## src/hdl/ir_remote_frame_decoder_defines.svh

```systemverilog
// Assertion macros shared by the infrared frame decoder RTL.
// No dependencies; each using module provides clk and rst_n.
`ifndef IR_REMOTE_FRAME_DECODER_DEFINES_SVH
`define IR_REMOTE_FRAME_DECODER_DEFINES_SVH

// Condition that holds at every clock edge out of reset.
`define IRFD_ASSERT_ALWAYS(label, cond, msg) \
    label: assert property (@(posedge clk) disable iff (!rst_n) (cond)) \
        else $error(msg);

// Antecedent implies consequent in the next cycle.
`define IRFD_ASSERT_NEXT(label, ante, cons, msg) \
    label: assert property (@(posedge clk) disable iff (!rst_n) (ante) |=> (cons)) \
        else $error(msg);

`endif

```

## src/hdl/irfd_pkg.sv

```systemverilog
// Types, constants and the command table of the infrared frame decoder.
// No dependencies.
package irfd_pkg;

    localparam int unsigned IV_W       = 16;
    localparam int unsigned BYTE_W     = 8;
    localparam int unsigned FRAME_BITS = 32;
    localparam int unsigned CNT_W      = $clog2(FRAME_BITS);
    localparam int unsigned CFG_IDX_W  = 2;
    localparam int unsigned CFG_DATA_W = IV_W;

    localparam logic [CFG_DATA_W-1:0] LEADER_THRESHOLD_RST = 16'd13631;
    localparam logic [CFG_DATA_W-1:0] ONE_THRESHOLD_RST    = 16'd1600;

    localparam logic [CFG_IDX_W-1:0] CFG_LEADER_THRESHOLD = 2'd0;
    localparam logic [CFG_IDX_W-1:0] CFG_ONE_THRESHOLD    = 2'd1;

    localparam logic [BYTE_W-1:0] CMD_CH_MINUS = 8'hA2;
    localparam logic [BYTE_W-1:0] CMD_CH       = 8'h62;
    localparam logic [BYTE_W-1:0] CMD_CH_PLUS  = 8'hE2;
    localparam logic [BYTE_W-1:0] CMD_PREV     = 8'h22;
    localparam logic [BYTE_W-1:0] CMD_NEXT     = 8'h02;

    localparam logic [CNT_W-1:0] LAST_BIT = CNT_W'(FRAME_BITS - 1);

    typedef enum logic [2:0] {
        BTN_CH_MINUS = 3'd0,
        BTN_CH       = 3'd1,
        BTN_CH_PLUS  = 3'd2,
        BTN_PREV     = 3'd3,
        BTN_NEXT     = 3'd4,
        BTN_UNKNOWN  = 3'd5
    } button_t;

    typedef enum logic {
        ST_IDLE    = 1'b0,
        ST_RECEIVE = 1'b1
    } frame_state_t;

    typedef struct packed {
        logic [BYTE_W-1:0] address;
        logic [BYTE_W-1:0] address_inverse;
        logic [BYTE_W-1:0] command;
        logic [BYTE_W-1:0] command_inverse;
        button_t           button;
        logic              led_red;
        logic              led_green;
    } result_t;

    function automatic button_t button_of(input logic [BYTE_W-1:0] cmd);
        button_t btn;
        case (cmd)
            CMD_CH_MINUS: btn = BTN_CH_MINUS;
            CMD_CH:       btn = BTN_CH;
            CMD_CH_PLUS:  btn = BTN_CH_PLUS;
            CMD_PREV:     btn = BTN_PREV;
            CMD_NEXT:     btn = BTN_NEXT;
            default:      btn = BTN_UNKNOWN;
        endcase
        return btn;
    endfunction

endpackage

```

## src/hdl/irfd_if.sv

```systemverilog
// Valid/ready channel interfaces of the infrared frame decoder.
// Depends on irfd_pkg.
interface irfd_in_if;
    logic                        valid;
    logic                        ready;
    logic [irfd_pkg::IV_W-1:0]   interval;

    modport source (output valid, output interval, input ready);
    modport sink   (input valid, input interval, output ready);
endinterface

interface irfd_out_if;
    logic                          valid;
    logic                          ready;
    logic [irfd_pkg::BYTE_W-1:0]   address;
    logic [irfd_pkg::BYTE_W-1:0]   address_inverse;
    logic [irfd_pkg::BYTE_W-1:0]   command;
    logic [irfd_pkg::BYTE_W-1:0]   command_inverse;
    logic [2:0]                    button;
    logic                          led_red;
    logic                          led_green;

    modport source (output valid, output address, output address_inverse,
                    output command, output command_inverse, output button,
                    output led_red, output led_green, input ready);
    modport sink   (input valid, input address, input address_inverse,
                    input command, input command_inverse, input button,
                    input led_red, input led_green, output ready);
endinterface

```

## src/hdl/irfd_frame.sv

```systemverilog
// Frame receiver: leader detect, bit classify, shift, button and LED update.
// Depends on irfd_pkg, irfd_if and the assertion macro header.
`include "ir_remote_frame_decoder_defines.svh"

module irfd_frame (
    input  logic                              clk,
    input  logic                              rst_n,
    irfd_in_if.sink                           in_ch,
    input  logic                              buf_ready,
    input  logic [irfd_pkg::CFG_DATA_W-1:0]   leader_threshold,
    input  logic [irfd_pkg::CFG_DATA_W-1:0]   one_threshold,
    output logic                              res_valid,
    output irfd_pkg::result_t                 res
);

    irfd_pkg::frame_state_t                state_reg, state_next;
    logic [irfd_pkg::CNT_W-1:0]            bit_count_reg, bit_count_next;
    logic [irfd_pkg::FRAME_BITS-1:0]       shift_reg, shift_next;
    logic                                  red_reg, red_next;
    logic                                  green_reg, green_next;

    logic                                  fire;
    logic                                  is_one;
    logic [irfd_pkg::FRAME_BITS-1:0]       shifted;
    irfd_pkg::button_t                     btn;

    assign in_ch.ready = buf_ready;
    assign fire        = in_ch.valid && buf_ready;
    assign is_one      = in_ch.interval > one_threshold;
    assign shifted     = {shift_reg[irfd_pkg::FRAME_BITS-2:0], is_one};
    assign btn         = irfd_pkg::button_of(shifted[15:8]);

    always_ff @(posedge clk or negedge rst_n)
    begin
        if (!rst_n)
        begin
            state_reg     <= irfd_pkg::ST_IDLE;
            bit_count_reg <= '0;
            shift_reg     <= '0;
            red_reg       <= 1'b1;
            green_reg     <= 1'b1;
        end
        else
        begin
            state_reg     <= state_next;
            bit_count_reg <= bit_count_next;
            shift_reg     <= shift_next;
            red_reg       <= red_next;
            green_reg     <= green_next;
        end
    end

    always_comb
    begin
        state_next     = state_reg;
        bit_count_next = bit_count_reg;
        shift_next     = shift_reg;
        red_next       = red_reg;
        green_next     = green_reg;
        res_valid      = 1'b0;

        case (state_reg)
            irfd_pkg::ST_IDLE:
            begin
                if (fire && (in_ch.interval > leader_threshold))
                begin
                    state_next     = irfd_pkg::ST_RECEIVE;
                    bit_count_next = '0;
                    shift_next     = '0;
                end
            end
            irfd_pkg::ST_RECEIVE:
            begin
                if (fire)
                begin
                    shift_next     = shifted;
                    bit_count_next = bit_count_reg + 1'b1;
                    if (bit_count_reg == irfd_pkg::LAST_BIT)
                    begin
                        state_next     = irfd_pkg::ST_IDLE;
                        bit_count_next = '0;
                        res_valid      = 1'b1;
                        case (btn)
                            irfd_pkg::BTN_CH_MINUS:
                            begin
                                red_next   = 1'b1;
                                green_next = 1'b1;
                            end
                            irfd_pkg::BTN_CH:
                            begin
                                red_next   = 1'b0;
                                green_next = 1'b0;
                            end
                            irfd_pkg::BTN_CH_PLUS:
                            begin
                                red_next   = 1'b0;
                                green_next = 1'b1;
                            end
                            irfd_pkg::BTN_PREV:
                            begin
                                red_next   = 1'b1;
                                green_next = 1'b0;
                            end
                            default:
                            begin
                                red_next   = red_reg;
                                green_next = green_reg;
                            end
                        endcase
                    end
                end
            end
            default:
            begin
                state_next = irfd_pkg::ST_IDLE;
            end
        endcase
    end

    assign res.address         = shifted[31:24];
    assign res.address_inverse = shifted[23:16];
    assign res.command         = shifted[15:8];
    assign res.command_inverse = shifted[7:0];
    assign res.button          = btn;
    assign res.led_red         = red_next;
    assign res.led_green       = green_next;

    `IRFD_ASSERT_ALWAYS(a_res_only_receiving,
        !res_valid || (state_reg == irfd_pkg::ST_RECEIVE), "result outside a frame")
    `IRFD_ASSERT_NEXT(a_idle_after_res, res_valid,
        (state_reg == irfd_pkg::ST_IDLE) && (bit_count_reg == '0), "no return to idle")
    `IRFD_ASSERT_ALWAYS(a_idle_count_zero,
        (state_reg != irfd_pkg::ST_IDLE) || (bit_count_reg == '0), "count nonzero in idle")

endmodule

```

## src/hdl/irfd_out_buf.sv

```systemverilog
// Two-entry result buffer (output register plus skid entry) on the out channel.
// Depends on irfd_pkg, irfd_if and the assertion macro header.
`include "ir_remote_frame_decoder_defines.svh"

module irfd_out_buf (
    input  logic                clk,
    input  logic                rst_n,
    input  logic                push,
    input  irfd_pkg::result_t   push_data,
    output logic                buf_ready,
    irfd_out_if.source          out_ch
);

    logic                out_valid_reg, out_valid_next;
    logic                skid_valid_reg, skid_valid_next;
    irfd_pkg::result_t   out_data_reg, out_data_next;
    irfd_pkg::result_t   skid_data_reg, skid_data_next;
    logic                pop;

    assign pop       = out_valid_reg && out_ch.ready;
    assign buf_ready = !skid_valid_reg;

    always_ff @(posedge clk or negedge rst_n)
    begin
        if (!rst_n)
        begin
            out_valid_reg  <= 1'b0;
            skid_valid_reg <= 1'b0;
        end
        else
        begin
            out_valid_reg  <= out_valid_next;
            skid_valid_reg <= skid_valid_next;
        end
    end

    always_ff @(posedge clk)
    begin
        out_data_reg  <= out_data_next;
        skid_data_reg <= skid_data_next;
    end

    always_comb
    begin
        out_valid_next  = out_valid_reg;
        out_data_next   = out_data_reg;
        skid_valid_next = skid_valid_reg;
        skid_data_next  = skid_data_reg;
        if (pop)
        begin
            if (skid_valid_reg)
            begin
                out_data_next   = skid_data_reg;
                skid_valid_next = 1'b0;
            end
            else
            begin
                out_valid_next = 1'b0;
            end
        end
        if (push)
        begin
            if (!out_valid_next)
            begin
                out_valid_next = 1'b1;
                out_data_next  = push_data;
            end
            else
            begin
                skid_valid_next = 1'b1;
                skid_data_next  = push_data;
            end
        end
    end

    assign out_ch.valid           = out_valid_reg;
    assign out_ch.address         = out_data_reg.address;
    assign out_ch.address_inverse = out_data_reg.address_inverse;
    assign out_ch.command         = out_data_reg.command;
    assign out_ch.command_inverse = out_data_reg.command_inverse;
    assign out_ch.button          = out_data_reg.button;
    assign out_ch.led_red         = out_data_reg.led_red;
    assign out_ch.led_green       = out_data_reg.led_green;

    `IRFD_ASSERT_ALWAYS(a_skid_needs_out,
        !skid_valid_reg || out_valid_reg, "skid entry without output entry")
    `IRFD_ASSERT_ALWAYS(a_no_push_full,
        !push || !skid_valid_reg, "item pushed into full buffer")
    `IRFD_ASSERT_NEXT(a_stall_keeps, out_valid_reg && !out_ch.ready,
        out_valid_reg, "stalled item dropped")

endmodule

```

## src/hdl/ir_remote_frame_decoder.sv

```systemverilog
// Top level of the infrared remote frame decoder: config registers and wiring.
// Depends on irfd_pkg, irfd_if, irfd_frame and irfd_out_buf.
//
//   channel    dir  payload                                   handshake
//   intervals  in   interval[15:0]                            valid/ready
//   frames     out  address, address_inverse, command,        valid/ready
//                   command_inverse, button[2:0], leds
//   cfg_*      in   cfg_index[1:0], cfg_data[15:0]            cfg_we, no wait
//
// One interval item per cycle while intervals.ready is high; irfd_frame
// compares and shifts each one combinationally. Results are registered in
// a two-entry output buffer driving frames, which keeps input flowing while
// a result is stalled; intervals.ready drops only when both entries are full.
// Reset clears frame state, sets both LEDs on and loads default thresholds.
module ir_remote_frame_decoder (
    input  logic                              clk,
    input  logic                              rst_n,
    irfd_in_if.sink                           intervals,
    irfd_out_if.source                        frames,
    input  logic                              cfg_we,
    input  logic [irfd_pkg::CFG_IDX_W-1:0]    cfg_index,
    input  logic [irfd_pkg::CFG_DATA_W-1:0]   cfg_data
);

    logic [irfd_pkg::CFG_DATA_W-1:0]   leader_threshold_reg;
    logic [irfd_pkg::CFG_DATA_W-1:0]   one_threshold_reg;
    logic                              buf_ready;
    logic                              res_valid;
    irfd_pkg::result_t                 res;

    always_ff @(posedge clk or negedge rst_n)
    begin
        if (!rst_n)
        begin
            leader_threshold_reg <= irfd_pkg::LEADER_THRESHOLD_RST;
            one_threshold_reg    <= irfd_pkg::ONE_THRESHOLD_RST;
        end
        else if (cfg_we)
        begin
            case (cfg_index)
                irfd_pkg::CFG_LEADER_THRESHOLD: leader_threshold_reg <= cfg_data;
                irfd_pkg::CFG_ONE_THRESHOLD:    one_threshold_reg    <= cfg_data;
                default:
                begin
                    leader_threshold_reg <= leader_threshold_reg;
                end
            endcase
        end
    end

    irfd_frame u_frame (
        .clk              (clk),
        .rst_n            (rst_n),
        .in_ch            (intervals),
        .buf_ready        (buf_ready),
        .leader_threshold (leader_threshold_reg),
        .one_threshold    (one_threshold_reg),
        .res_valid        (res_valid),
        .res              (res)
    );

    irfd_out_buf u_out_buf (
        .clk       (clk),
        .rst_n     (rst_n),
        .push      (res_valid),
        .push_data (res),
        .buf_ready (buf_ready),
        .out_ch    (frames)
    );

endmodule

```

## src/flat_wrapper.sv

```systemverilog
// flat-port wrapper written by rule: the top's interface ports become plain ports
module ir_remote_frame_decoder_flat 
  (clk, rst_n, cfg_we, cfg_index, cfg_data, intervals_valid, intervals_interval, intervals_ready, frames_valid, frames_address, frames_address_inverse, frames_command, frames_command_inverse, frames_button, frames_led_red, frames_led_green, frames_ready);
  irfd_in_if intervals_i ();
  irfd_out_if frames_i ();
  input  logic clk;
  input  logic rst_n;
  input  logic cfg_we;
  input  logic [irfd_pkg::CFG_IDX_W-1:0] cfg_index;
  input  logic [irfd_pkg::CFG_DATA_W-1:0] cfg_data;
  input wire logic [$bits(intervals_i.valid)-1:0] intervals_valid;
  input wire logic [$bits(intervals_i.interval)-1:0] intervals_interval;
  output wire logic [$bits(intervals_i.ready)-1:0] intervals_ready;
  output wire logic [$bits(frames_i.valid)-1:0] frames_valid;
  output wire logic [$bits(frames_i.address)-1:0] frames_address;
  output wire logic [$bits(frames_i.address_inverse)-1:0] frames_address_inverse;
  output wire logic [$bits(frames_i.command)-1:0] frames_command;
  output wire logic [$bits(frames_i.command_inverse)-1:0] frames_command_inverse;
  output wire logic [$bits(frames_i.button)-1:0] frames_button;
  output wire logic [$bits(frames_i.led_red)-1:0] frames_led_red;
  output wire logic [$bits(frames_i.led_green)-1:0] frames_led_green;
  input wire logic [$bits(frames_i.ready)-1:0] frames_ready;
  assign intervals_i.valid = intervals_valid;
  assign intervals_i.interval = intervals_interval;
  assign intervals_ready = intervals_i.ready;
  assign frames_valid = frames_i.valid;
  assign frames_address = frames_i.address;
  assign frames_address_inverse = frames_i.address_inverse;
  assign frames_command = frames_i.command;
  assign frames_command_inverse = frames_i.command_inverse;
  assign frames_button = frames_i.button;
  assign frames_led_red = frames_i.led_red;
  assign frames_led_green = frames_i.led_green;
  assign frames_i.ready = frames_ready;
  ir_remote_frame_decoder u_core (.clk(clk), .rst_n(rst_n), .intervals(intervals_i), .frames(frames_i), .cfg_we(cfg_we), .cfg_index(cfg_index), .cfg_data(cfg_data));
endmodule
```

## config.mk

```make
export PLATFORM = sky130hd
export DESIGN_NAME = ir_remote_frame_decoder_flat
export DESIGN_NICKNAME = d
export VERILOG_FILES = /design/src/hdl/irfd_pkg.sv /design/src/hdl/irfd_if.sv /design/src/hdl/irfd_frame.sv /design/src/hdl/irfd_out_buf.sv /design/src/hdl/ir_remote_frame_decoder.sv /design/src/flat_wrapper.sv
export VERILOG_INCLUDE_DIRS = /design/src /design/src/hdl
export SDC_FILE = /design/constraint.sdc
export NUM_CORES = 1
export LEC_CHECK = 0
export BUFFER_PORTS_ARGS = -buffer_cell sky130_fd_sc_hd__buf_2
export CAP_MARGIN = 10
export CORE_ASPECT_RATIO = 1.25
export CORE_MARGIN = 3
export CORE_UTILIZATION = 50
export DETAILED_ROUTE_END_ITERATION = 12
export PLACE_DENSITY = 0.73
export SYNTH_ARGS = -nofsm -noshare
export SYNTH_HDL_FRONTEND = slang
export SYNTH_HIERARCHICAL = 1
export SYNTH_SLANG_ARGS = --single-unit
export TNS_END_PERCENT = 100
```

## constraint.sdc

```tcl
create_clock -name clk -period 4.97 [get_ports clk]
set_input_delay 0.7455 -clock clk [delete_from_list [all_inputs] [get_ports clk]]
set_output_delay 0.7455 -clock clk [all_outputs]
set_load 0.05 [all_outputs]
```

Yosys cells after proc, flatten, opt, wreduce, memory -nomap -nowiden
Index checks and enable logic that the tools add are counted.
{"block": "classes", "addsub": 1, "n_reduce_logical": 14, "eq_ne": 12, "bitwise": 1, "n_lt_le_gt_ge": 2, "muxes": 33}
{"operator": "$mux W37", "count": 4}
{"operator": "$mux W31", "count": 2}
{"operator": "$pmux W31 S2", "count": 1}
{"operator": "$gt A16 B16 Y1", "count": 2}
{"operator": "$mux W1", "count": 18}
{"operator": "$eq A8 B8 Y1 const B", "count": 2}
{"operator": "$mux W5", "count": 3}
{"operator": "$pmux W3 S5", "count": 1}
{"operator": "$pmux W5 S2", "count": 1}
{"operator": "$eq A8 B2 Y1 const B", "count": 1}
{"operator": "$eq A8 B6 Y1 const B", "count": 1}
{"operator": "$eq A8 B7 Y1 const B", "count": 1}
{"operator": "$reduce_and A2 Y1", "count": 4}
{"operator": "$reduce_or A2 Y1", "count": 4}
{"operator": "$eq A3 B2 Y1 const B", "count": 2}
{"operator": "$pmux W1 S2", "count": 3}
{"operator": "$add A5 B1 Y5 const B", "count": 1}
{"operator": "$eq A5 B5 Y1 const B", "count": 1}
{"operator": "$eq A3 B1 Y1 const B", "count": 1}
{"operator": "$logic_and A1 B1 Y1", "count": 3}
{"operator": "$logic_not A3 Y1", "count": 1}
{"operator": "$eq A2 B1 Y1 const B", "count": 1}
{"operator": "$logic_not A2 Y1", "count": 1}
{"operator": "$ne A2 B1 Y1 const B", "count": 1}
{"operator": "other kinds (3)", "count": 3}
{"block": "word_totals", "ff_bits": 147, "input_bits": 39, "out_inout_bits": 39, "word_cells": 86}

Logic depth before layout (Yosys ltp)
Gate-level depths: netlist of the first run.
{"block": "depth", "depth_word": 10, "mapped_depth": 10, "depth_no_buf": 9}

Cells and area by module
Netlist of the first run, hierarchy kept.
{"module": "irfd_out_buf", "seq_area_each_um2": 1901.8, "cells_per_inst": 254, "n_inst": 1, "area_per_inst_um2": 2971.6}
{"module": "irfd_frame", "seq_area_each_um2": 978.4, "cells_per_inst": 300, "n_inst": 1, "area_per_inst_um2": 2538.7}
{"module": "ir_remote_frame_decoder", "seq_area_each_um2": 817.0, "cells_per_inst": 68, "n_inst": 1, "area_per_inst_um2": 1228.7}

Worst setup path after synthesis of the first run
No wires, ideal clock.
{"block": "synth_path", "path_type": "input to register", "from": "in intervals_valid", "to": "reg u_core/u_out_buf/skid_data_reg[0] (netlist name) (enable)", "t_arrival_ps": 2266, "setup_ps": 398, "stages": 4, "path_buffers": 1, "path_slack_ps": 2306, "t_required_ps": 4572, "path_cell_list": "and3_1 clkbuf_1 and2_1 and3_1"}
{"block": "synth_via", "elab_chain_cells": 4}
{"item": "from (decl)", "line": "flat_wrapper.sv:11", "source": "input wire logic [$bits(intervals_i.valid)-1:0] intervals_valid;"}
{"item": "$logic_and A1 B1 Y1", "line": "irfd_frame.sv:28", "source": "assign fire = in_ch.valid && buf_ready;"}
{"item": "$mux W1", "line": "irfd_frame.sv:74", "source": "if (fire)"}
{"item": "$mux W1", "line": "irfd_frame.sv:62", "source": "case (state_reg)"}
{"item": "named net u_core.res_valid", "line": "ir_remote_frame_decoder.sv:28", "source": "logic res_valid;"}
{"item": "$reduce_and A2 Y1 (no line)"}
{"item": "to (signal assigned)", "line": "irfd_out_buf.sv:40", "source": "skid_data_reg <= skid_data_next;"}
{"item": "to (decl)", "line": "irfd_out_buf.sv:17", "source": "irfd_pkg::result_t skid_data_reg, skid_data_next;"}
The timed path passes the listed nets, and every way through them passes these cells.
A chain may end at the register's enable or synchronous reset.

==> metrics.md, run 1 <==
| Metric | Value |
|---|---|
| Crit Path Category | `reg -> reg` |
| Fin. Hold Viols | `0` |
| Vias per cell | `5.75` |
| Fillers | `1,072` |
| CTS Buf Count | `17` |
| RSZ-0062 raised after global routing | `false` |
| H-tree lvl count | `4` |
| Hold WS | `0.402 ns` |
| P_int | `2.71 mW` |
| Total GRT Usage | `20.5%` |
| Psw | `1.46 mW` |
| Post-CTS resize count | `0` |
| ANT nets after route | `0` |
| Comb pwr share | `28.4%` |
| Share of layout cells above drive strength 1 | `24.5%` |
| Max reg flops | `37` |
| Worst-Skew Late Latency | `0.42 ns` |
| Initial Util | `52.0%` |
| Initial DRC Count | `343` |
| Most frequent CP cell | `ha_1` |
| Post-route minimum period | `2.69 ns` |
| Max Cap Viol | `0` |
| Register area share after synthesis | `54.9%` |
| Vias in the first global route | `5,083` |
| Clk pwr share | `29.8%` |
| Leak | `3.32 nW` |
| Gr ovfl total | `0` |
| Commonest cells in the netlist | `79 x nand2_1, 69 x inv_1, 58 x dfrtp_1` |
| Clk buf depth | `2` |
| Post-synth EDFFs | `37` |
| Data arrival, critical path | `2.92 ns` |
| Area growth, synth to finish | `14.4%` |
| Hold_buf cts | `0` |
| Final wirelength | `14,600 um` |
| Synthesis-stage register bit count | `147` |
| Clock Root Buffer | `clkbuf_16` |
| Post-synth top area share | `21.5%` |
| Largest net degree at the start of global routing | `44` |
| Ys Warns | `6` |
| Slowest-stage cell, CP | `a21boi_4` |
| Slew Viols, Final | `0` |
| Period utilization | `54.1%` |
| Pre-CTS setup slack | `1.96 ns` |
| TritonCTS clock tree | `done` |
| WP data required | `5.21 ns` |
| Synth unique cells | `50` |
| Antenna violations before repair | `0` |
| Worst Setup End Kind | `register` |
| Top cells by area, synth | `dfrtp_1 22%, edfxtp_1 16%, dfxtp_1 11%, ha_1 6.3%, dfstp_2 5.8%` |
| Yosys top cell by area | `dfrtp_1` |
| Post-Layout Cell Count | `870` |
| # diodes | `0` |
| Crit-path max cell delay | `0.98 ns` |
| Multi-input logic area | `2520 sq um` |
| Placeable Area | `12,900 sq um` |
| Sw frac | `35.1%` |
| Max_slew headroom | `18.1%` |
| Vias | `4,999` |
| Layout Skew | `0.00951 ns` |
| Reg-to-reg slack, setup | `2.28 ns` |
| HP Class | `in -> async` |
| Status | `complete, no violations` |
| Synthesized cell area | `6740 sq um` |
| Pwr/cell area | `542 nW/um^2` |
| CP Max Fanout | `37` |
| CP cell instances | `ha_1 > and3_1 > ha_1 > and2_1 > a21boi_4 > a221oi_1` |
| FP Rows | `46` |
| Max frequency | `372 MHz` |
| Seq pwr share | `41.8%` |
| Placer Congestion | `0.839` |
| Setup Fix Bufs, Post-CTS | `0` |
| First-pass detailed-route iteration total | `5` |
| Worst vdd ir | `310 uV` |
| Num ports | `78` |
| Post-synth ARST share | `49.7%` |
| Placed Cells | `838` |
| Final #Nets | `762` |
| Post-synthesis cell count | `622` |
| Startpoint Class | `register` |
| Cell with the most instances after synthesis | `nand2_1` |
| Die area | `14,900 sq um` |
| FF/Latch Area | `3700 sq um` |
| CTS clock-pin slew for the worst setup and hold paths | `0.06 ns` |
| First-pass GRT wire length | `23,900 um` |
| Die H | `136 um` |
| Ys flop type | `dfrtp_1` |
| Worst Slack Setup Final | `2.28 ns` |
| Die width | `110 um` |
| PortBufs | `77` |
| Total clock sinks | `147` |
| Wirelength per Cell | `16.8 um` |
| Final setup fails | `0` |
| DR DRC count | `0` |
| Dpl hpwl | `9650 um` |
| Post-synthesis net count | `695` |
| Total Neg Setup Slack | `0 ns` |
| Mean Syn Cell Area | `10.8 sq um` |
| Worst-margin pin slew | `1.23 ns` |
-- power by group through the flow --
stage / sequential, mW / clock [mW] / combinational (mW)
after floorplan: 2.04 / 0 / 0.595
after global placement: 1.75 / 0 / 1.12
after detailed placement: 1.77 / 0 / 1.18
after CTS: 1.75 / 1.26 / 1.19
after global routing: 1.79 / 1.32 / 1.30
final: 1.75 / 1.24 / 1.19
-- worst max-delay path, delay by kind of cell (launching register included) --
family | cells | cell delay, ns
compound gates | 2 | 1.25
fa+ha+maj | 2 | 0.40
flops | 1 | 0.39
simple gates | 2 | 0.43
-- cells in the final DEF (no fill, tap or decap), types with 2 or more instances in the layout --
cell type | Yosys | layout
buf_2 | 6 | 77
dfstp_2 | 15 | 15
bufinv_16 | 0 | 2
dfrtp_1 | 58 | 58
nand4_1 | 3 | 3
clkbuf_8 | 1 | 4
mux2_2 | 33 | 33
a21oi_1 | 49 | 49
o21ai_0 | 6 | 6
o22ai_1 | 39 | 39
dfxtp_1 | 37 | 37
edfxtp_1 | 37 | 37
a21oi_2 | 2 | 2
inv_1 | 69 | 69
nor4_1 | 3 | 3
buf_4 | 8 | 7
a21o_1 | 4 | 4
clkbuf_1 | 13 | 6
o211ai_1 | 2 | 2
nor2b_1 | 2 | 2
nand2b_1 | 4 | 4
and3_1 | 4 | 4
a221oi_1 | 31 | 31
and4_1 | 3 | 3
clkbuf_16 | 0 | 17
ha_1 | 34 | 34
nand2_1 | 79 | 79
nand3_1 | 6 | 6
nor2_1 | 41 | 41
clkinv_2 | 0 | 3
a221oi_2 | 6 | 6
-- cells by family (layout without fill, tap and decap cells) --
| logic type | count (synthesis) | after routing | share of synthesized area [%] |
|---|---|---|---|
| muxes | 34 | 34 | 5.68 |
| DFF | 147 | 147 | 54.9 |
| and+or+nand+nor | 153 | 153 | 10.1 |
| adders and majority gates | 34 | 34 | 6.31 |
| buffers and inverters | 105 | 185 | 7.69 |
| xor gates and xnor gates | 2 | 2 | 0.260 |
| AOI/OAI and AO/OA | 147 | 147 | 15.1 |
-- metrics by stage --
step / total power, mW / utilization [%] / instance area (sq um)
final: 4.18 / 59.5 / 7710
after global routing: 4.41 / 59.5 / 7710
after CTS: 4.20 / 59.5 / 7710
after detailed placement: 2.95 / 55.0 / 7130
after global placement: 2.87 / 55.0 / 7130
after floorplan: 2.63 / - / 6740
-- layer usage --
metal	global-route usage (%)	part of all wire [%]	wire (um)	vias up
li1	-	-	-	2339
met1	23.4	40	5780	2446
met2	36.2	52	7660	192
met3	4.91	6.3	917	22
met4	8.32	1.7	250	0
met5	0	0	0	-
-- layout make-up --
cell class / count / area share [%]
Tap cell: 168 / 2.73
Multi-Input combinational cell: 370 / 32.7
Clock buffer: 27 / 6.53
Timing Repair Buffer: 84 / 5.68
Inverter: 69 / 3.36
Sequential cell: 147 / 48.0
Clock inverter: 5 / 0.974
-- final timing paths --
kind	from	endpoint	cells past startpoint
worst max-delay path	u_core/u_frame/bit_count_reg[0]$_DFFE_PN0P_	u_core/u_out_buf/out_ch.command[6]$_DFF_P_	6
worst min-delay path	rst_n	u_core/one_threshold_reg[5]$_DFFE_PN0P_	1
worst max register to register	u_core/u_frame/bit_count_reg[0]$_DFFE_PN0P_	u_core/u_out_buf/out_ch.command[6]$_DFF_P_	6
worst min register to register	u_core/u_frame/shift_reg[25]$_DFFE_PN0P_	u_core/u_out_buf/skid_data_reg[31]$_DFFE_PP_	0
max in group asynchronous	rst_n	u_core/one_threshold_reg[10]$_DFFE_PN1P_	2
min in group clk	u_core/u_frame/shift_reg[25]$_DFFE_PN0P_	u_core/u_out_buf/skid_data_reg[31]$_DFFE_PP_	0
Note: power is estimated with default switching activity, not from simulation.
==> run 2: changes to the inputs <==
clock period = 2.81 ns   (was 4.97 ns; I/O delays follow)
==> metrics.md, run 2 (same netlist as run 1, synthesis figures left out) <==
| Metric | Value |
|---|---|
| Seq pwr share | `41.1% (-0.7 points)` |
| RSZ-0062 raised after global routing | `false` |
| Max reg flops | `37 (unchanged)` |
| Comb pwr share | `28.0% (-0.4 points)` |
| Placeable Area | `12,900 sq um (unchanged)` |
| Dpl hpwl | `10,100 um (+4.2%)` |
| Die width | `110 um (unchanged)` |
| WP data required | `3.04 ns (-2.17 ns)` |
| Antenna violations before repair | `0 (unchanged)` |
| Gr ovfl total | `0 (unchanged)` |
| Vias per cell | `5.68 (-1.1%)` |
| Max frequency | `372 MHz (about the same)` |
| CTS clock-pin slew for the worst setup and hold paths | `0.06 ns (about the same)` |
| Final Cell Area | `7810 sq um (+1.3%)` |
| Slew Viols, Final | `0 (unchanged)` |
| Layout Skew | `0.0109 ns (+0.00139 ns)` |
| Clk pwr share | `30.9% (+1.1 points)` |
| Hold_buf cts | `0 (unchanged)` |
| Largest net degree at the start of global routing | `41 (-6.8%)` |
| Num ports | `78 (unchanged)` |
| Reg2reg end | `u_core/u_out_buf/out_ch.command_inverse[4]$_DFF_P_` |
| Data arrival, critical path | `2.91 ns (about the same)` |
| Core Util, Final | `60.3% (+0.79 points)` |
| Total Neg Setup Slack | `0 ns (unchanged)` |
| Final wirelength | `14,900 um (+1.9%)` |
| Vias in the first global route | `5,299 (+4.2%)` |
| Pwr/cell area | `966 nW/um^2 (+78%)` |
| Worst-margin pin slew | `1.23 ns (+0.00494 ns)` |
| Period utilization | `95.6% (+42 points)` |
| Placer Congestion | `0.806 (-3.8%)` |
| Clk buf depth | `2 (unchanged)` |
| Worst vdd ir | `490 uV (+58%)` |
| Post-CTS resize count | `0 (unchanged)` |
| Initial Util | `52.0% (unchanged)` |
| P_int | `4.84 mW (+79%)` |
| H-tree lvl count | `4 (unchanged)` |
| Die H | `136 um (unchanged)` |
| Final setup fails | `0 (unchanged)` |
| Startpoint Class | `register` |
| Vias | `4,995 (-0.080%)` |
| Cell count of the worst reg-to-reg path | `6 (unchanged)` |
| Initial DRC Count | `379 (+10%)` |
| Total clock sinks | `147 (unchanged)` |
| Area growth, synth to finish | `15.9%` |
| Die area | `14,900 sq um (unchanged)` |
| Max Cap Viol | `0 (unchanged)` |
| CP Max Fanout | `37 (unchanged)` |
| Share of layout cells above drive strength 1 | `26.1% (+1.6 points)` |
| Total GRT Usage | `21.3% (+0.77 points)` |
| RR Startpoint | `u_core/u_frame/bit_count_reg[0]$_DFFE_PN0P_` |
| First-pass GRT wire length | `24,700 um (+3.5%)` |
| Setup crit start | `u_core/u_frame/bit_count_reg[0]$_DFFE_PN0P_` |
| First-pass detailed-route iteration total | `5 (unchanged)` |
| Clock Root Buffer | `clkbuf_16` |
| Setup Fix Bufs, Post-CTS | `0 (unchanged)` |
| Wirelength per Cell | `16.9 um (+0.85%)` |
| Max_slew headroom | `17.8% (-0.33 points)` |
| Multi-input logic area | `2520 sq um (unchanged)` |
| ANT nets after route | `0 (unchanged)` |
| FF/Latch Area | `3700 sq um (unchanged)` |
| Worst Setup End Kind | `register` |
| FP Rows | `46 (unchanged)` |
| TritonCTS clock tree | `done` |
| Commonest non-fill, non-tap cell in the layout | `nand2_1` |
| HP Class | `in -> async` |
| Final #Nets | `770 (+1.0%)` |
| Fin. Hold Viols | `0 (unchanged)` |
| Commonest non-fill, non-tap cells in the layout | `79 x nand2_1, 77 x buf_2, 69 x inv_1` |
| DR DRC count | `0 (unchanged)` |
| CTS Buf Count | `17 (unchanged)` |
| Sw frac | `35.8% (+0.72 points)` |
| Crit Path Category | `reg -> reg` |
| Status | `complete, no violations` |
| Post-route minimum period | `2.69 ns (-0.00204 ns)` |
| PortBufs | `77 (unchanged)` |
| Dpl cell area | `7190 sq um (+0.84%)` |
| Fillers | `1,070 (-0.19%)` |
| Psw | `2.70 mW (+84%)` |
| Worst-Skew Late Latency | `0.42 ns (about the same)` |
| Reg-to-reg slack, setup | `0.12 ns (-2.16 ns)` |
| Crit path to | `u_core/u_out_buf/out_ch.command_inverse[4]$_DFF_P_` |
| Leak | `3.37 nW (+1.5%)` |
==> run 2: cell count changes in the layout (fill, tap and decap cells not counted), sizes merged <==
| cell | delta |
|---|---|
| clkinv | +2 |
| buf | +8 |
| diode | +1 |
| bufinv | +1 |
| clkbuf | -8 |
| inv | +3 |
| clkinvlp | +2 |
==> run 2: worst min-delay path by stage <==
| stage | from | cells after the start | slack (ns) | endpoint |
|---|---|---|---|---|
| 2_1_floorplan | rst_n | 0 | 0.13 | u_core/leader_threshold_reg[11]$_DFFE_PN0P_ |
| 3_3_place_gp | rst_n | 1 | 0.48 | u_core/one_threshold_reg[3]$_DFFE_PN0P_ |
| 3_5_place_dp | u_core/u_frame/shift_reg[21]$_DFFE_PN0P_ | 0 | 0.49 | u_core/u_out_buf/skid_data_reg[27]$_DFFE_PP_ |
| 4_1_cts | rst_n | 1 | 0.04 | u_core/one_threshold_reg[3]$_DFFE_PN0P_ |
| 5_1_grt | rst_n | 1 | 0.07 | u_core/one_threshold_reg[3]$_DFFE_PN0P_ |
| 6_report | rst_n | 1 | 0.03 | u_core/one_threshold_reg[3]$_DFFE_PN0P_ |
==> run 2: area by class of cell <==
class | instances | area share (%)
diodes | 1 | 0.0320
clock buffers | 19 | 5.67
clock inverters | 13 | 2.24
inverters | 69 | 3.32
multi-input cells | 370 | 32.3
flip-flops and latches | 147 | 47.3
well taps | 168 | 2.69
repair buffers | 92 | 6.38
==> run 2: stage by stage <==
| stage | hold WS [ns] | setup slack, ns | power [mW] | instances |
|---|---|---|---|---|
| floorplan | 0.126 | 0.270 | 4.66 | 622 |
| global placement | 0.478 | 0.387 | 5.11 | 846 |
| detailed placement | 0.486 | 0.251 | 5.22 | 846 |
| CTS | 0.0440 | 0.204 | 7.58 | 878 |
| global route | 0.0725 | 0.0415 | 7.96 | 878 |
| finish | 0.0317 | 0.123 | 7.54 | 879 |
==> run 2: power groups by stage <==
stage,logic [mW],clock network [mW],registers (mW)
finish,2.11,2.33,3.10
CTS,2.11,2.37,3.11
floorplan,1.05,0,3.61
detailed placement,2.08,0,3.14
global placement,2.00,0,3.11
global route,2.32,2.47,3.17
==> run 2: routing by layer <==
metal  vias to the layer above  routed length [um]  GRT usage, %
met4                         0                 318          9.56
met3                        27                 868          4.77
met1                      2445                5950          24.7
met5                         -                   0             0
met2                       167                7740          36.9
li1                       2356                   -             -
==> run 2: critical path, cell delays in order, from the launching register on <==
cell	delay, ns
dfrtp_1	0.39
ha_1	0.21
and3_1	0.17
ha_1	0.19
and2_1	0.25
a21boi_4	0.98
a221oi_1	0.29
==> run 3: changes to the inputs <==
REMOVE_ABC_BUFFERS = 1   (was default)
==> metrics.md, run 3 (same netlist as run 1, synthesis figures left out) <==
| Metric | Value |
|---|---|
| Dpl hpwl | `9990 um (-0.58%)` |
| Worst vdd ir | `478 uV (-2.5%)` |
| Area growth, synth to finish | `15.2%` |
| Clk pwr share | `28.9% (-2.0 points)` |
| Final wirelength | `14,900 um (+0.11%)` |
| Gr ovfl total | `0 (unchanged)` |
| # diodes | `0 (-1)` |
| Fillers | `1,069 (-0.093%)` |
| Initial DRC Count | `384 (+1.3%)` |
| Antenna violations before repair | `1 (+1)` |
| Worst-Skew Late Latency | `0.42 ns (about the same)` |
| Post-route minimum period | `2.66 ns (-0.0257 ns)` |
| Comb pwr share | `28.9% (+0.9 points)` |
| Slowest-stage cell, CP | `a21boi_4` |
| Vias in the first global route | `5,068 (-4.4%)` |
| Reg-to-reg slack, setup | `0.15 ns (+0.03 ns)` |
| RR Startpoint | `u_core/u_frame/bit_count_reg[0]$_DFFE_PN0P_` |
| Reg2reg end | `u_core/u_out_buf/out_ch.address[7]$_DFF_P_` |
| Vias | `4,941 (-1.1%)` |
| ANT nets after route | `0 (unchanged)` |
| Pre-CTS setup slack | `0.167 ns (-0.0839 ns)` |
| TritonCTS clock tree | `done` |
| Max frequency | `376 MHz (+0.97%)` |
| Clk buf depth | `2 (unchanged)` |
| Crit path buf inv count | `0 (unchanged)` |
| CP top delay family | `compound AO/OA/AOI/OAI gates` |
| CP cell instances | `ha_1 > and3_1 > ha_1 > and2_1 > a21boi_4 > a221oi_1` |
| Leak | `3.35 nW (-0.66%)` |
| Core Util, Final | `59.9% (-0.36 points)` |
| CP Max Fanout | `37 (unchanged)` |
| WP data required | `3.05 ns (about the same)` |
| Total clock sinks | `147 (unchanged)` |
| Slew Viols, Final | `0 (unchanged)` |
| Period utilization | `94.7% (-0.92 points)` |
| Commonest non-fill, non-tap cells in the layout | `79 x nand2_1, 77 x buf_2, 69 x inv_1` |
| Final #Nets | `766 (-0.52%)` |
| Commonest non-fill, non-tap cell in the layout | `nand2_1` |
| Max Cap Viol | `0 (unchanged)` |
| Clock Root Buffer | `clkbuf_16` |
| Seq pwr share | `42.2% (+1.1 points)` |
| RSZ-0062 raised after global routing | `false` |
| Die area | `14,900 sq um (unchanged)` |
| Setup Fix Bufs, Post-CTS | `0 (unchanged)` |
| Psw | `2.65 mW (-1.8%)` |
| Largest net degree at the start of global routing | `44 (+7.3%)` |
| Initial Util | `52.0% (unchanged)` |
| Startpoint Class | `register` |
| Post-Layout Cell Count | `874 (-0.57%)` |
| Hold_buf cts | `0 (unchanged)` |
| Placer Congestion | `0.873 (+8.3%)` |
| Pwr/cell area | `942 nW/um^2 (-2.5%)` |
| Crit-path max cell delay | `0.98 ns (about the same)` |
| Layout Skew | `0.00771 ns (-0.00320 ns)` |
| Placeable Area | `12,900 sq um (unchanged)` |
| PortBufs | `77 (unchanged)` |
| Dpl cell area | `7200 sq um (+0.10%)` |
| FP Rows | `46 (unchanged)` |
| Placed Cells | `842 (-0.47%)` |
| CTS clock-pin slew for the worst setup and hold paths | `0.06 ns (about the same)` |
| Worst Setup End Kind | `register` |
| Wirelength per Cell | `17.0 um (+0.69%)` |
| First-pass detailed-route iteration total | `5 (unchanged)` |
| Die H | `136 um (unchanged)` |
| P_int | `4.66 mW (-3.7%)` |
| Vias per cell | `5.65 (-0.52%)` |
| CTS Buf Count | `17 (unchanged)` |
| Most frequent CP cell | `ha_1` |
| Num ports | `78 (unchanged)` |
| Crit Path Category | `reg -> reg` |
| HP Class | `in -> async` |
| Status | `complete, no violations` |
| Fin. Hold Viols | `0 (unchanged)` |
| Data arrival, critical path | `2.90 ns (about the same)` |
| Die width | `110 um (unchanged)` |
| H-tree lvl count | `4 (unchanged)` |
| First-pass GRT wire length | `24,200 um (-2.1%)` |
| Sw frac | `36.2% (+0.45 points)` |
| Worst Slack Setup Final | `0.149 ns (+0.0257 ns)` |
| Post-CTS resize count | `0 (unchanged)` |
| Final setup fails | `0 (unchanged)` |
| Final Cell Area | `7760 sq um (-0.59%)` |
| Worst-margin pin slew | `1.22 ns (-0.0107 ns)` |
| Max reg flops | `37 (unchanged)` |
| Total Neg Setup Slack | `0 ns (unchanged)` |
| DR DRC count | `0 (unchanged)` |
| Max_slew headroom | `18.5% (+0.71 points)` |
| Share of layout cells above drive strength 1 | `25.6% (-0.42 points)` |
| Total GRT Usage | `20.9% (-0.37 points)` |
| Cell count of the worst reg-to-reg path | `6 (unchanged)` |
run 3: changes by cell type in the layout (fill, tap and decap cells not counted), moves of 2 or more:
| cell | before | now |
|---|---|---|
| buf_12 | 0 | 3 |
| buf_4 | 15 | 8 |
| bufinv_16 | 3 | 0 |
| clkbuf_8 | 1 | 3 |
| clkinv_2 | 0 | 4 |
| clkinv_4 | 5 | 3 |
run 3: cell type report:
class                           instances  area, sq um  area share, %
Sequential cell                       147         3700           47.6
Clock inverter                         11         75.1          0.967
Inverter                               69          259           3.34
Clock buffer                           21          492           6.33
Timing Repair Buffer                   88          505           6.51
Tap cell                              168          210           2.71
Multi-Input combinational cell        370         2520           32.5
run 3: per-layer routing:
| metal | GRT usage (%) | wire length, um | up-vias |
|---|---|---|---|
| li1 | - | - | 2348 |
| met1 | 24.6 | 6010 | 2417 |
| met2 | 35.9 | 7770 | 150 |
| met3 | 4.72 | 808 | 24 |
| met4 | 9.36 | 297 | 2 |
| met5 | 0 | 13 | - |
run 3: worst max path at each step:
| stage | startpoint | endpoint | slack [ns] | depth (start not counted) |
|---|---|---|---|---|
| 2_1_floorplan | u_core/u_out_buf/skid_valid_reg$_DFF_PN0_ | u_core/u_out_buf/skid_data_reg[0]$_DFFE_PP_ | -0.44 | 4 |
| 3_3_place_gp | u_core/u_frame/bit_count_reg[0]$_DFFE_PN0P_ | u_core/u_out_buf/out_ch.address[5]$_DFF_P_ | 0.38 | 6 |
| 3_5_place_dp | u_core/u_frame/bit_count_reg[0]$_DFFE_PN0P_ | u_core/u_out_buf/out_ch.address[7]$_DFF_P_ | 0.17 | 6 |
| 4_1_cts | u_core/u_frame/bit_count_reg[0]$_DFFE_PN0P_ | u_core/u_out_buf/out_ch.address[7]$_DFF_P_ | 0.18 | 6 |
| 5_1_grt | u_core/u_frame/bit_count_reg[0]$_DFFE_PN0P_ | u_core/u_out_buf/out_ch.command_inverse[5]$_DFF_P_ | 0.02 | 6 |
| 6_report | u_core/u_frame/bit_count_reg[0]$_DFFE_PN0P_ | u_core/u_out_buf/out_ch.address[7]$_DFF_P_ | 0.15 | 6 |
run 3: power groups by stage:
| stage | clock, mW | sequential (mW) | combinational (mW) |
|---|---|---|---|
| 2_1_floorplan | 0 | 3.62 | 0.972 |
| 4_1_cts | 2.15 | 3.09 | 2.12 |
| 3_5_place_dp | 0 | 3.13 | 2.10 |
| 3_3_place_gp | 0 | 3.09 | 2.01 |
| 5_1_grt | 2.25 | 3.15 | 2.32 |
| 6_report | 2.11 | 3.09 | 2.11 |
run 3: metrics by stage:
| stage | hold slack (ns) | total power [mW] |
|---|---|---|
| after detailed placement | 0.460 | 5.23 |
| after CTS | 0.0866 | 7.36 |
| after global routing | 0.108 | 7.72 |
| after global placement | 0.462 | 5.11 |
| final | 0.0691 | 7.31 |
| after floorplan | 0.126 | 4.59 |
